[src/rtl/u8s_pkg.sv]
// ---------------------------------------------------------------------------
// u8s_pkg
// shared types and constants of the strict utf-8 cursor step block
// ---------------------------------------------------------------------------
package u8s_pkg;

    localparam int BYTE_W  = 8;
    localparam int AVAIL_W = 3;
    localparam int STEP_W  = 3;
    localparam int CP_W    = 21;

    // direction of the step
    typedef enum logic
    {
        OP_FWD = 1'b0,
        OP_BWD = 1'b1
    } opcode_e;

    // one window beat as held in the input stage
    typedef struct packed
    {
        opcode_e               opcode;
        logic [BYTE_W-1:0]     byte_a;
        logic [BYTE_W-1:0]     byte_b;
        logic [BYTE_W-1:0]     byte_c;
        logic [BYTE_W-1:0]     byte_d;
        logic [AVAIL_W-1:0]    avail;
    } in_item_t;

    // one result beat
    typedef struct packed
    {
        logic [STEP_W-1:0]     step;
        logic                  valid_res;
        logic [CP_W-1:0]       codepoint;
        logic                  dangerous;
    } out_item_t;

endpackage

[src/rtl/u8s_if.sv]
// ---------------------------------------------------------------------------
// u8s_if
// valid/ready channels for window beats and result beats
// ---------------------------------------------------------------------------
interface u8s_in_if;
    import u8s_pkg::*;

    logic                  valid;
    logic                  ready;
    logic                  opcode;
    logic [BYTE_W-1:0]     byte_a;
    logic [BYTE_W-1:0]     byte_b;
    logic [BYTE_W-1:0]     byte_c;
    logic [BYTE_W-1:0]     byte_d;
    logic [AVAIL_W-1:0]    avail;

    modport source (output valid, opcode, byte_a, byte_b, byte_c, byte_d, avail,
                    input ready);
    modport sink   (input valid, opcode, byte_a, byte_b, byte_c, byte_d, avail,
                    output ready);
endinterface

interface u8s_out_if;
    import u8s_pkg::*;

    logic                  valid;
    logic                  ready;
    logic [STEP_W-1:0]     step;
    logic                  valid_res;
    logic [CP_W-1:0]       codepoint;
    logic                  dangerous;

    modport source (output valid, step, valid_res, codepoint, dangerous,
                    input ready);
    modport sink   (input valid, step, valid_res, codepoint, dangerous,
                    output ready);
endinterface

[src/rtl/u8s_decode.sv]
// ---------------------------------------------------------------------------
// u8s_decode
// combinational strict utf-8 step, decode and dangerous-codepoint check
// ---------------------------------------------------------------------------
module u8s_decode
(
    input  u8s_pkg::in_item_t   item,
    output u8s_pkg::out_item_t  res
);
    import u8s_pkg::*;

    typedef struct packed
    {
        logic            ok;
        logic [CP_W-1:0] cp;
    } dec_t;

    // sequence length announced by a leader, 1 for ascii and non-leaders
    function automatic logic [STEP_W-1:0] lead_len(input logic [BYTE_W-1:0] b);
        logic [STEP_W-1:0] n;
        priority if (b[7] == 1'b0)       n = 3'd1;
        else if (b[7:5] == 3'b110)        n = 3'd2;
        else if (b[7:4] == 4'b1110)       n = 3'd3;
        else if (b[7:3] == 5'b11110)      n = 3'd4;
        else                              n = 3'd1;
        return n;
    endfunction

    function automatic logic is_cont(input logic [BYTE_W-1:0] b);
        return b[7:6] == 2'b10;
    endfunction

    // strict decode of n bytes in buffer order
    function automatic dec_t strict_decode(input logic [STEP_W-1:0] n,
                                           input logic [BYTE_W-1:0] b0,
                                           input logic [BYTE_W-1:0] b1,
                                           input logic [BYTE_W-1:0] b2,
                                           input logic [BYTE_W-1:0] b3);
        dec_t d;
        d.ok = 1'b0;
        d.cp = '0;
        unique case (n)
            3'd1:
            begin
                d.ok = (b0[7] == 1'b0);
                d.cp = {14'd0, b0[6:0]};
            end
            3'd2:
            begin
                d.cp = {10'd0, b0[4:0], b1[5:0]};
                d.ok = is_cont(b1) && (d.cp >= 21'h80);
            end
            3'd3:
            begin
                d.cp = {5'd0, b0[3:0], b1[5:0], b2[5:0]};
                d.ok = is_cont(b1) && is_cont(b2) && (d.cp >= 21'h800)
                       && !((d.cp >= 21'hD800) && (d.cp <= 21'hDFFF));
            end
            3'd4:
            begin
                d.cp = {b0[2:0], b1[5:0], b2[5:0], b3[5:0]};
                d.ok = is_cont(b1) && is_cont(b2) && is_cont(b3)
                       && (d.cp >= 21'h10000) && (d.cp <= 21'h10FFFF);
            end
            default:
            begin
                d.ok = 1'b0;
            end
        endcase
        return d;
    endfunction

    // invisible, bidi control and tag codepoints
    function automatic logic is_dangerous(input logic [CP_W-1:0] c);
        return (c == 21'h00AD) || (c == 21'h034F) || (c == 21'h061C)
            || (c == 21'h115F) || (c == 21'h1160) || (c == 21'h180E)
            || ((c >= 21'h200B) && (c <= 21'h200F))
            || ((c >= 21'h202A) && (c <= 21'h202E))
            || (c == 21'h2028) || (c == 21'h2029)
            || ((c >= 21'h2060) && (c <= 21'h206F))
            || (c == 21'h3164) || (c == 21'hFEFF) || (c == 21'hFFA0)
            || ((c >= 21'hFFF9) && (c <= 21'hFFFB))
            || ((c >= 21'hE0000) && (c <= 21'hE007F));
    endfunction

    logic [STEP_W-1:0] fwd_n;
    logic [STEP_W-1:0] bwd_n;
    dec_t              fwd_dec;
    dec_t              bwd_dec;
    logic              fwd_ok;
    logic              bwd_ok;
    logic              run0;
    logic              run1;
    logic              run2;
    logic [BYTE_W-1:0] seq0;
    logic [BYTE_W-1:0] seq1;
    logic [BYTE_W-1:0] seq2;
    logic [BYTE_W-1:0] seq3;
    logic              ok;
    logic [STEP_W-1:0] n_sel;

    // forward: leader at the cursor
    always_comb
    begin
        fwd_n   = lead_len(item.byte_a);
        fwd_dec = strict_decode(fwd_n, item.byte_a, item.byte_b, item.byte_c, item.byte_d);
        fwd_ok  = (fwd_n <= item.avail) && fwd_dec.ok;
    end

    // backward: walk over continuation bytes, then reorder into buffer order
    always_comb
    begin
        run0 = is_cont(item.byte_a) && (item.avail > 3'd1);
        run1 = run0 && is_cont(item.byte_b) && (item.avail > 3'd2);
        run2 = run1 && is_cont(item.byte_c) && (item.avail > 3'd3);
        priority if (run2)
        begin
            bwd_n = 3'd4;
            seq0  = item.byte_d;
            seq1  = item.byte_c;
            seq2  = item.byte_b;
            seq3  = item.byte_a;
        end
        else if (run1)
        begin
            bwd_n = 3'd3;
            seq0  = item.byte_c;
            seq1  = item.byte_b;
            seq2  = item.byte_a;
            seq3  = '0;
        end
        else if (run0)
        begin
            bwd_n = 3'd2;
            seq0  = item.byte_b;
            seq1  = item.byte_a;
            seq2  = '0;
            seq3  = '0;
        end
        else
        begin
            bwd_n = 3'd1;
            seq0  = item.byte_a;
            seq1  = '0;
            seq2  = '0;
            seq3  = '0;
        end
        bwd_dec = strict_decode(bwd_n, seq0, seq1, seq2, seq3);
        bwd_ok  = bwd_dec.ok && ((bwd_n == 3'd1) || (lead_len(seq0) == bwd_n));
    end

    // result selection
    always_comb
    begin
        ok    = (item.opcode == OP_BWD) ? bwd_ok : fwd_ok;
        n_sel = (item.opcode == OP_BWD) ? bwd_n : fwd_n;
        if (item.avail == '0)
        begin
            res = '0;
        end
        else
        begin
            res.step      = ok ? n_sel : 3'd1;
            res.valid_res = ok;
            res.codepoint = ok ? ((item.opcode == OP_BWD) ? bwd_dec.cp : fwd_dec.cp) : '0;
            res.dangerous = ok && is_dangerous(res.codepoint);
        end
    end

endmodule

[src/rtl/utf8_strict_step_top.sv]
// ---------------------------------------------------------------------------
// utf8_strict_step_top
// strict utf-8 cursor step over a four-byte window, while rsp is not stalled one window per cycle
// ---------------------------------------------------------------------------
//  channel | dir | payload                                      | handshake
//  cmd     | in  | opcode, byte_a..byte_d, avail                 | valid/ready
//  rsp     | out | step, valid_res, codepoint, dangerous flag    | valid/ready
//
//  a cmd beat passes an input register, then the decode logic into the result
//  register; one beat per cycle sustained while rsp is not stalled
//  reset clears both stage valid bits, payload registers are not reset
//  a stall on rsp holds the result register; the input stage still takes one
//  more beat, and cmd.ready drops only when both stages are full and stalled
// ---------------------------------------------------------------------------
module utf8_strict_step_top
(
    input  logic      clk,
    input  logic      rst_n,
    u8s_in_if.sink    cmd,
    u8s_out_if.source rsp
);
    import u8s_pkg::*;

    logic      s1_valid_reg;
    logic      s1_valid_next;
    in_item_t  s1_item_reg;
    in_item_t  s1_item_next;
    logic      out_valid_reg;
    logic      out_valid_next;
    out_item_t out_item_reg;
    out_item_t out_item_next;
    out_item_t dec_res;
    logic      out_free;
    logic      s1_adv;
    logic      cmd_fire;

    // decode of the held window
    u8s_decode u_decode
    (
        .item (s1_item_reg),
        .res  (dec_res)
    );

    // stage flow control
    always_comb
    begin
        out_free  = !out_valid_reg || rsp.ready;
        s1_adv    = s1_valid_reg && out_free;
        cmd.ready = !s1_valid_reg || out_free;
        cmd_fire  = cmd.valid && cmd.ready;

        s1_valid_next  = cmd_fire ? 1'b1 : (s1_adv ? 1'b0 : s1_valid_reg);
        out_valid_next = s1_adv ? 1'b1 : (rsp.ready ? 1'b0 : out_valid_reg);

        s1_item_next.opcode = opcode_e'(cmd.opcode);
        s1_item_next.byte_a = cmd.byte_a;
        s1_item_next.byte_b = cmd.byte_b;
        s1_item_next.byte_c = cmd.byte_c;
        s1_item_next.byte_d = cmd.byte_d;
        s1_item_next.avail  = cmd.avail;
        out_item_next       = dec_res;
    end

    // control registers
    always_ff @(posedge clk or negedge rst_n)
    begin
        if (!rst_n)
        begin
            s1_valid_reg  <= 1'b0;
            out_valid_reg <= 1'b0;
        end
        else
        begin
            s1_valid_reg  <= s1_valid_next;
            out_valid_reg <= out_valid_next;
        end
    end

    // payload registers
    always_ff @(posedge clk)
    begin
        if (cmd_fire)
        begin
            s1_item_reg <= s1_item_next;
        end
        if (s1_adv)
        begin
            out_item_reg <= out_item_next;
        end
    end

    // result port
    assign rsp.valid     = out_valid_reg;
    assign rsp.step      = out_item_reg.step;
    assign rsp.valid_res = out_item_reg.valid_res;
    assign rsp.codepoint = out_item_reg.codepoint;
    assign rsp.dangerous = out_item_reg.dangerous;

    // a held window always moves into the result register on the next edge
    a_stage_moves: assert property (@(posedge clk) disable iff (!rst_n)
        s1_adv |=> out_valid_reg)
        else $error("decoded window lost between stages");

    // rejected or empty results carry no codepoint and no danger flag
    a_reject_clean: assert property (@(posedge clk) disable iff (!rst_n)
        (rsp.valid && !rsp.valid_res) |-> (rsp.codepoint == '0 && !rsp.dangerous))
        else $error("rejected result carries decoded fields");

    // a valid sequence always moves the cursor by one to four bytes
    a_valid_step: assert property (@(posedge clk) disable iff (!rst_n)
        (rsp.valid && rsp.valid_res) |-> (rsp.step != '0 && rsp.step <= 3'd4))
        else $error("valid result with bad step");

    // input is held off only when both stages are full
    a_ready_full: assert property (@(posedge clk) disable iff (!rst_n)
        !cmd.ready |-> (s1_valid_reg && out_valid_reg))
        else $error("input stalled with a free stage");

endmodule
[src/flat_wrapper.sv]
// flat-port wrapper written by rule: the top's interface ports become plain ports
module utf8_strict_step_top_flat import u8s_pkg::*;
  (clk, rst_n, cmd_valid, cmd_opcode, cmd_byte_a, cmd_byte_b, cmd_byte_c, cmd_byte_d, cmd_avail, cmd_ready, rsp_valid, rsp_step, rsp_valid_res, rsp_codepoint, rsp_dangerous, rsp_ready);
  u8s_in_if cmd_i ();
  u8s_out_if rsp_i ();
  input  logic clk;
  input  logic rst_n;
  input wire logic [$bits(cmd_i.valid)-1:0] cmd_valid;
  input wire logic [$bits(cmd_i.opcode)-1:0] cmd_opcode;
  input wire logic [$bits(cmd_i.byte_a)-1:0] cmd_byte_a;
  input wire logic [$bits(cmd_i.byte_b)-1:0] cmd_byte_b;
  input wire logic [$bits(cmd_i.byte_c)-1:0] cmd_byte_c;
  input wire logic [$bits(cmd_i.byte_d)-1:0] cmd_byte_d;
  input wire logic [$bits(cmd_i.avail)-1:0] cmd_avail;
  output wire logic [$bits(cmd_i.ready)-1:0] cmd_ready;
  output wire logic [$bits(rsp_i.valid)-1:0] rsp_valid;
  output wire logic [$bits(rsp_i.step)-1:0] rsp_step;
  output wire logic [$bits(rsp_i.valid_res)-1:0] rsp_valid_res;
  output wire logic [$bits(rsp_i.codepoint)-1:0] rsp_codepoint;
  output wire logic [$bits(rsp_i.dangerous)-1:0] rsp_dangerous;
  input wire logic [$bits(rsp_i.ready)-1:0] rsp_ready;
  assign cmd_i.valid = cmd_valid;
  assign cmd_i.opcode = cmd_opcode;
  assign cmd_i.byte_a = cmd_byte_a;
  assign cmd_i.byte_b = cmd_byte_b;
  assign cmd_i.byte_c = cmd_byte_c;
  assign cmd_i.byte_d = cmd_byte_d;
  assign cmd_i.avail = cmd_avail;
  assign cmd_ready = cmd_i.ready;
  assign rsp_valid = rsp_i.valid;
  assign rsp_step = rsp_i.step;
  assign rsp_valid_res = rsp_i.valid_res;
  assign rsp_codepoint = rsp_i.codepoint;
  assign rsp_dangerous = rsp_i.dangerous;
  assign rsp_i.ready = rsp_ready;
  utf8_strict_step_top u_core (.clk(clk), .rst_n(rst_n), .cmd(cmd_i), .rsp(rsp_i));
endmodule
[config.mk]
export PLATFORM = sky130hd
export DESIGN_NAME = utf8_strict_step_top_flat
export DESIGN_NICKNAME = d
export VERILOG_FILES = /design/src/rtl/u8s_pkg.sv /design/src/rtl/u8s_if.sv /design/src/rtl/u8s_decode.sv /design/src/rtl/utf8_strict_step_top.sv /design/src/flat_wrapper.sv
export SDC_FILE = /design/constraint.sdc
export NUM_CORES = 1
export LEC_CHECK = 0
export ABC_CLOCK_PERIOD_IN_PS = 6400
export BUFFER_PORTS_ARGS = -buffer_cell sky130_fd_sc_hd__buf_2
export CORE_ASPECT_RATIO = 0.9
export CORE_UTILIZATION = 60
export DETAILED_ROUTE_END_ITERATION = 16
export HOLD_SLACK_MARGIN = 0.08
export PLACE_DENSITY = 0.93
export SETUP_SLACK_MARGIN = 0.1
export SYNTH_ARGS = -nofsm -noshare
export SYNTH_HDL_FRONTEND = slang
export SYNTH_HIERARCHICAL = 1
export SYNTH_SLANG_ARGS = --single-unit
[constraint.sdc]
create_clock -name clk -period 6.4 [get_ports clk]
set_input_delay 1.28 -clock clk [delete_from_list [all_inputs] [get_ports clk]]
set_output_delay 1.28 -clock clk [all_outputs]
set_load 0.02 [all_outputs]
==> results.md <==
- The congestion estimate from routability-driven global placement came to 1.00.
- The gate family responsible for the most delay along the worst path is compound AO/OA/AOI/OAI gates.
- The kind of path behind the tightest hold check is reg2reg.
- The antenna violation net count after detailed routing is 0.
- The number of nets in the synthesized netlist is 442.
- The worst-case hold slack is 565 ps.
- The die covers 7260 um^2.
- The worst setup path is launched from a register.
- For this design, the slowest cell found on the critical path is sky130_fd_sc_hd__edfxtp_1.
- The xor/xnor share of the synthesized area is 0.421%.
- Measured against its own limit, the worst slew margin works out to 26.0%.
- The count of state elements after synthesis is 64.
- Setup violations remaining at the end of the flow were counted as 0.
- The cell area after synthesis is 4160 um^2.
- The area growth from synthesis to layout is 12.6%.
- Setup repair after global routing left no endpoint under its margin.
- For this run, the register share of the synthesized area comes to 46.0%.
- The start point of the critical path is u_core/s1_item_reg[32]$_DFFE_PP_.
- Setup total negative slack on the finished layout was measured at 0 ps.
- The post-synthesis share of cell area spent on full adders, half adders and majority gates is 0.903%.
- The predominant post-synthesis flop cell is sky130_fd_sc_hd__edfxtp_1.
- The worst clock skew on the final layout is 14.3 ps.
- The CTS tree is done.
- The first global-routing pass estimated 16900 um of wire.
- The share of synthesized flip-flops with an asynchronous set or reset is 3.13%.
- In this run the worst path has a maximum fanout of 24.
- The worst IR drop on VDD is 0.217 mV.
- Setup slack on the critical path of the routed design comes to 2740 ps.
- The global router's overall resource usage is 30.7%.
- In the layout the commonest cells are sky130_fd_sc_hd__buf_2, sky130_fd_sc_hd__edfxtp_1, sky130_fd_sc_hd__a21oi_1, sky130_fd_sc_hd__nand2_1, sky130_fd_sc_hd__nor2_1.
- The number of placement rows is 28.
- The final number of hold-violating endpoints is 0.
- The total of max-cap violations is 0.
- For this design the top-level I/O count stands at 68.
- The flow ran to the end, and the final reports show no timing, DRC or antenna violations.
- The required time of the worst setup path is 6590 ps.
- After technology mapping, the gate count stands at 399.
- For this design, the sink count on the clock tree is 64.
- The height of the chip is 81.0 um.
- At the worst endpoint, the arrival time is 3850 ps.
- The synthesized netlist devotes 26.2% of its cell area to simple gates.
- The library cell used as clock root buffer is sky130_fd_sc_hd__clkbuf_8.
- In this run the critical register-to-register path is launched from u_core/s1_item_reg[32]$_DFFE_PP_.
- The average instance in the mapped netlist occupies 10.4 um^2.
- The worst-margin pin slew is 1110 ps.
- The initial antenna violation count is 0.
- The half-perimeter wire length after detailed placement is 7500 um.
- The synthesized-area fraction occupied by ao, oa, aoi and oai cells is 20.6%.
- The number of placed instances, taps included, is 533.
- The design draws 1110 uW.
- After detailed routing, the number of vias per cell comes to 6.72.
- The fraction of final layout cells sized beyond drive strength 1 is 26.4%.
- The CTS buffer count is 9.
- For this design the ratio of total power to cell area is 238 nW/um^2.
- In this run, synthesis inferred 62 flip-flops with an integrated enable.
- The number of levels in the clock H-tree is 3.
- The number of setup buffers added after CTS is 0.
- In the finished design, the share of the clock period the worst path needs comes to 57.2%.
- Before CTS, the worst setup slack after placement is 2970 ps.
- In the final routed layout, each cell accounts on average for 19.8 um.
- The total global routing overflow is 0.
- The largest net degree at the start of global routing is 37.
- Synthesis instantiated 77 different standard cells from the library.
- For this run, the slowest stage of the critical path takes 880 ps.
- The static leakage is 0.00172 uW.
- The signal on the critical path passes through inv_1, o32ai_1, a222oi_1, nor3_1, and4b_1, a41oi_1, a31oi_1, o31ai_1, a21oi_1.
- The finished layout holds 549 standard cells, fillers aside.
- The number of global-route vias before repair is 3255.
- The category of the most critical setup path is reg2reg.
- At the end of the flow, the number of nets in the layout was 497.
- The area of the placeable core is 6620 um^2.
- The smallest clock period supported by the final layout is computed as 3660 ps.
- The peak clock frequency supported by timing is 273 MHz.
- Multiplexer cells account for 1.44% of the synthesized area.
- Leaving out fill and tap cells, the most frequent cell in the layout is sky130_fd_sc_hd__buf_2.
- The initial standard-cell utilization of the core is 62.8%.
- For this run, the number of Yosys warnings is 6.
- The count of final max-slew check failures is 0.
- In this run the tool buffered the top-level ports with 67 buffer cells.
- The buffers plus inverters on the worst setup path is 1.
- For this run, the detailed router's first-pass iteration total came to 7.
- The capturing element type of the critical path is a register.
- For the worst-skew pair, the clock arrives at the later sink with an insertion delay of 340 ps.
- The clock passes through at most 2 buffers.
- The largest family of logic cells by synthesized area is simple AND/OR/NAND/NOR gates.
- The number of gates resized after CTS was 0.
- The die outline width is 89.7 um.
- The flip-flop count of the largest register after layout is 36.
- The first routing iteration left 703 violations.
- The number of hold buffers added after CTS was 0.
- The post-detailed-routing wire length is 10900 um.
- The clock-pin slew reported for the worst setup and hold paths after clock tree synthesis is 70 ps.
- For this run, design rule violations remaining after detail routing come to 0.
- The via count is 3687.
- The repair_antennas step left the layout with diodes totalling 0.
- The worst hold path begins at u_core/s1_valid_reg$_DFFE_PN0P_.
Yosys cell counts, types with 4 or more instances:
cell type	count	area, um^2
sky130_fd_sc_hd__nand3b_1	7	52.6
sky130_fd_sc_hd__nor2_4	17	191
sky130_fd_sc_hd__nand2_1	28	105
sky130_fd_sc_hd__clkbuf_1	9	33.8
sky130_fd_sc_hd__mux2i_1	6	60.1
sky130_fd_sc_hd__or2_2	5	31.3
sky130_fd_sc_hd__a21oi_1	29	145
sky130_fd_sc_hd__o21ai_0	10	50.1
sky130_fd_sc_hd__edfxtp_1	62	1860
sky130_fd_sc_hd__nor3_1	11	55.1
sky130_fd_sc_hd__nand2b_1	12	75.1
sky130_fd_sc_hd__nor2b_1	5	31.3
sky130_fd_sc_hd__a21o_1	7	52.6
sky130_fd_sc_hd__inv_1	9	33.8
sky130_fd_sc_hd__nor4_1	6	37.5
sky130_fd_sc_hd__nand4_1	7	43.8
sky130_fd_sc_hd__a31oi_1	4	25.0
sky130_fd_sc_hd__buf_2	8	40.0
sky130_fd_sc_hd__and3_1	5	31.3
sky130_fd_sc_hd__a211oi_1	8	60.1
sky130_fd_sc_hd__a32oi_1	4	35.0
sky130_fd_sc_hd__o211ai_1	5	37.5
sky130_fd_sc_hd__a22oi_1	6	45.0
sky130_fd_sc_hd__nand3_1	13	65.1
sky130_fd_sc_hd__nor2_1	26	97.6
layer usage:
| layer | GRT usage (%) | wire (um) | share of wire [%] |
|---|---|---|---|
| met1 | 43.3 | 4600 | 42 |
| met2 | 47.8 | 4700 | 43 |
| met3 | 6.37 | 1370 | 13 |
| met4 | 9.67 | 195 | 1.8 |
| met5 | 0 | 0 | 0 |
cell families after synthesis:
kind of cell,Yosys count
AOI/OAI and AO/OA,118
buffers and inverters,33
xor gates and xnor gates,2
adders and majority gates,3
DFF,64
muxes,6
and+or+nand+nor,173
where the power goes:
group | switching, uW | internal (uW) | total [uW]
logic | 124 | 68.6 | 193
clock network | 163 | 220 | 383
registers | 40.3 | 496 | 536
area by class of cell:
class	count	area [um^2]
flip-flops and latches	64	1910
clock buffers	9	124
repair buffers	68	343
fillers	501	1940
multi-input cells	302	2060
inverters	9	33.8
well taps	90	113
clock inverters	7	95.1
through the flow:
step / util (%) / instance area, um^2
finish: 70.7 / 4680
global route: 70.7 / 4680
CTS: 70.7 / 4680
detailed placement: 67.4 / 4460
global placement: 67.4 / 4460
floorplan: - / 4160
final timing paths:
path | endpoint | slack, ps | depth (start not counted)
min in group asynchronous | u_core/s1_valid_reg$_DFFE_PN0P_ | 710 | 1
worst min register to register | u_core/rsp.valid$_DFFE_PN0P_ | 570 | 1
max in group asynchronous | u_core/rsp.valid$_DFFE_PN0P_ | 5590 | 1
worst max-delay path | u_core/rsp.dangerous$_DFFE_PP_ | 2740 | 9
worst min-delay path | u_core/rsp.valid$_DFFE_PN0P_ | 570 | 1
worst max register to register | u_core/rsp.dangerous$_DFFE_PP_ | 2740 | 9
(Power assumes the default switching activity.)
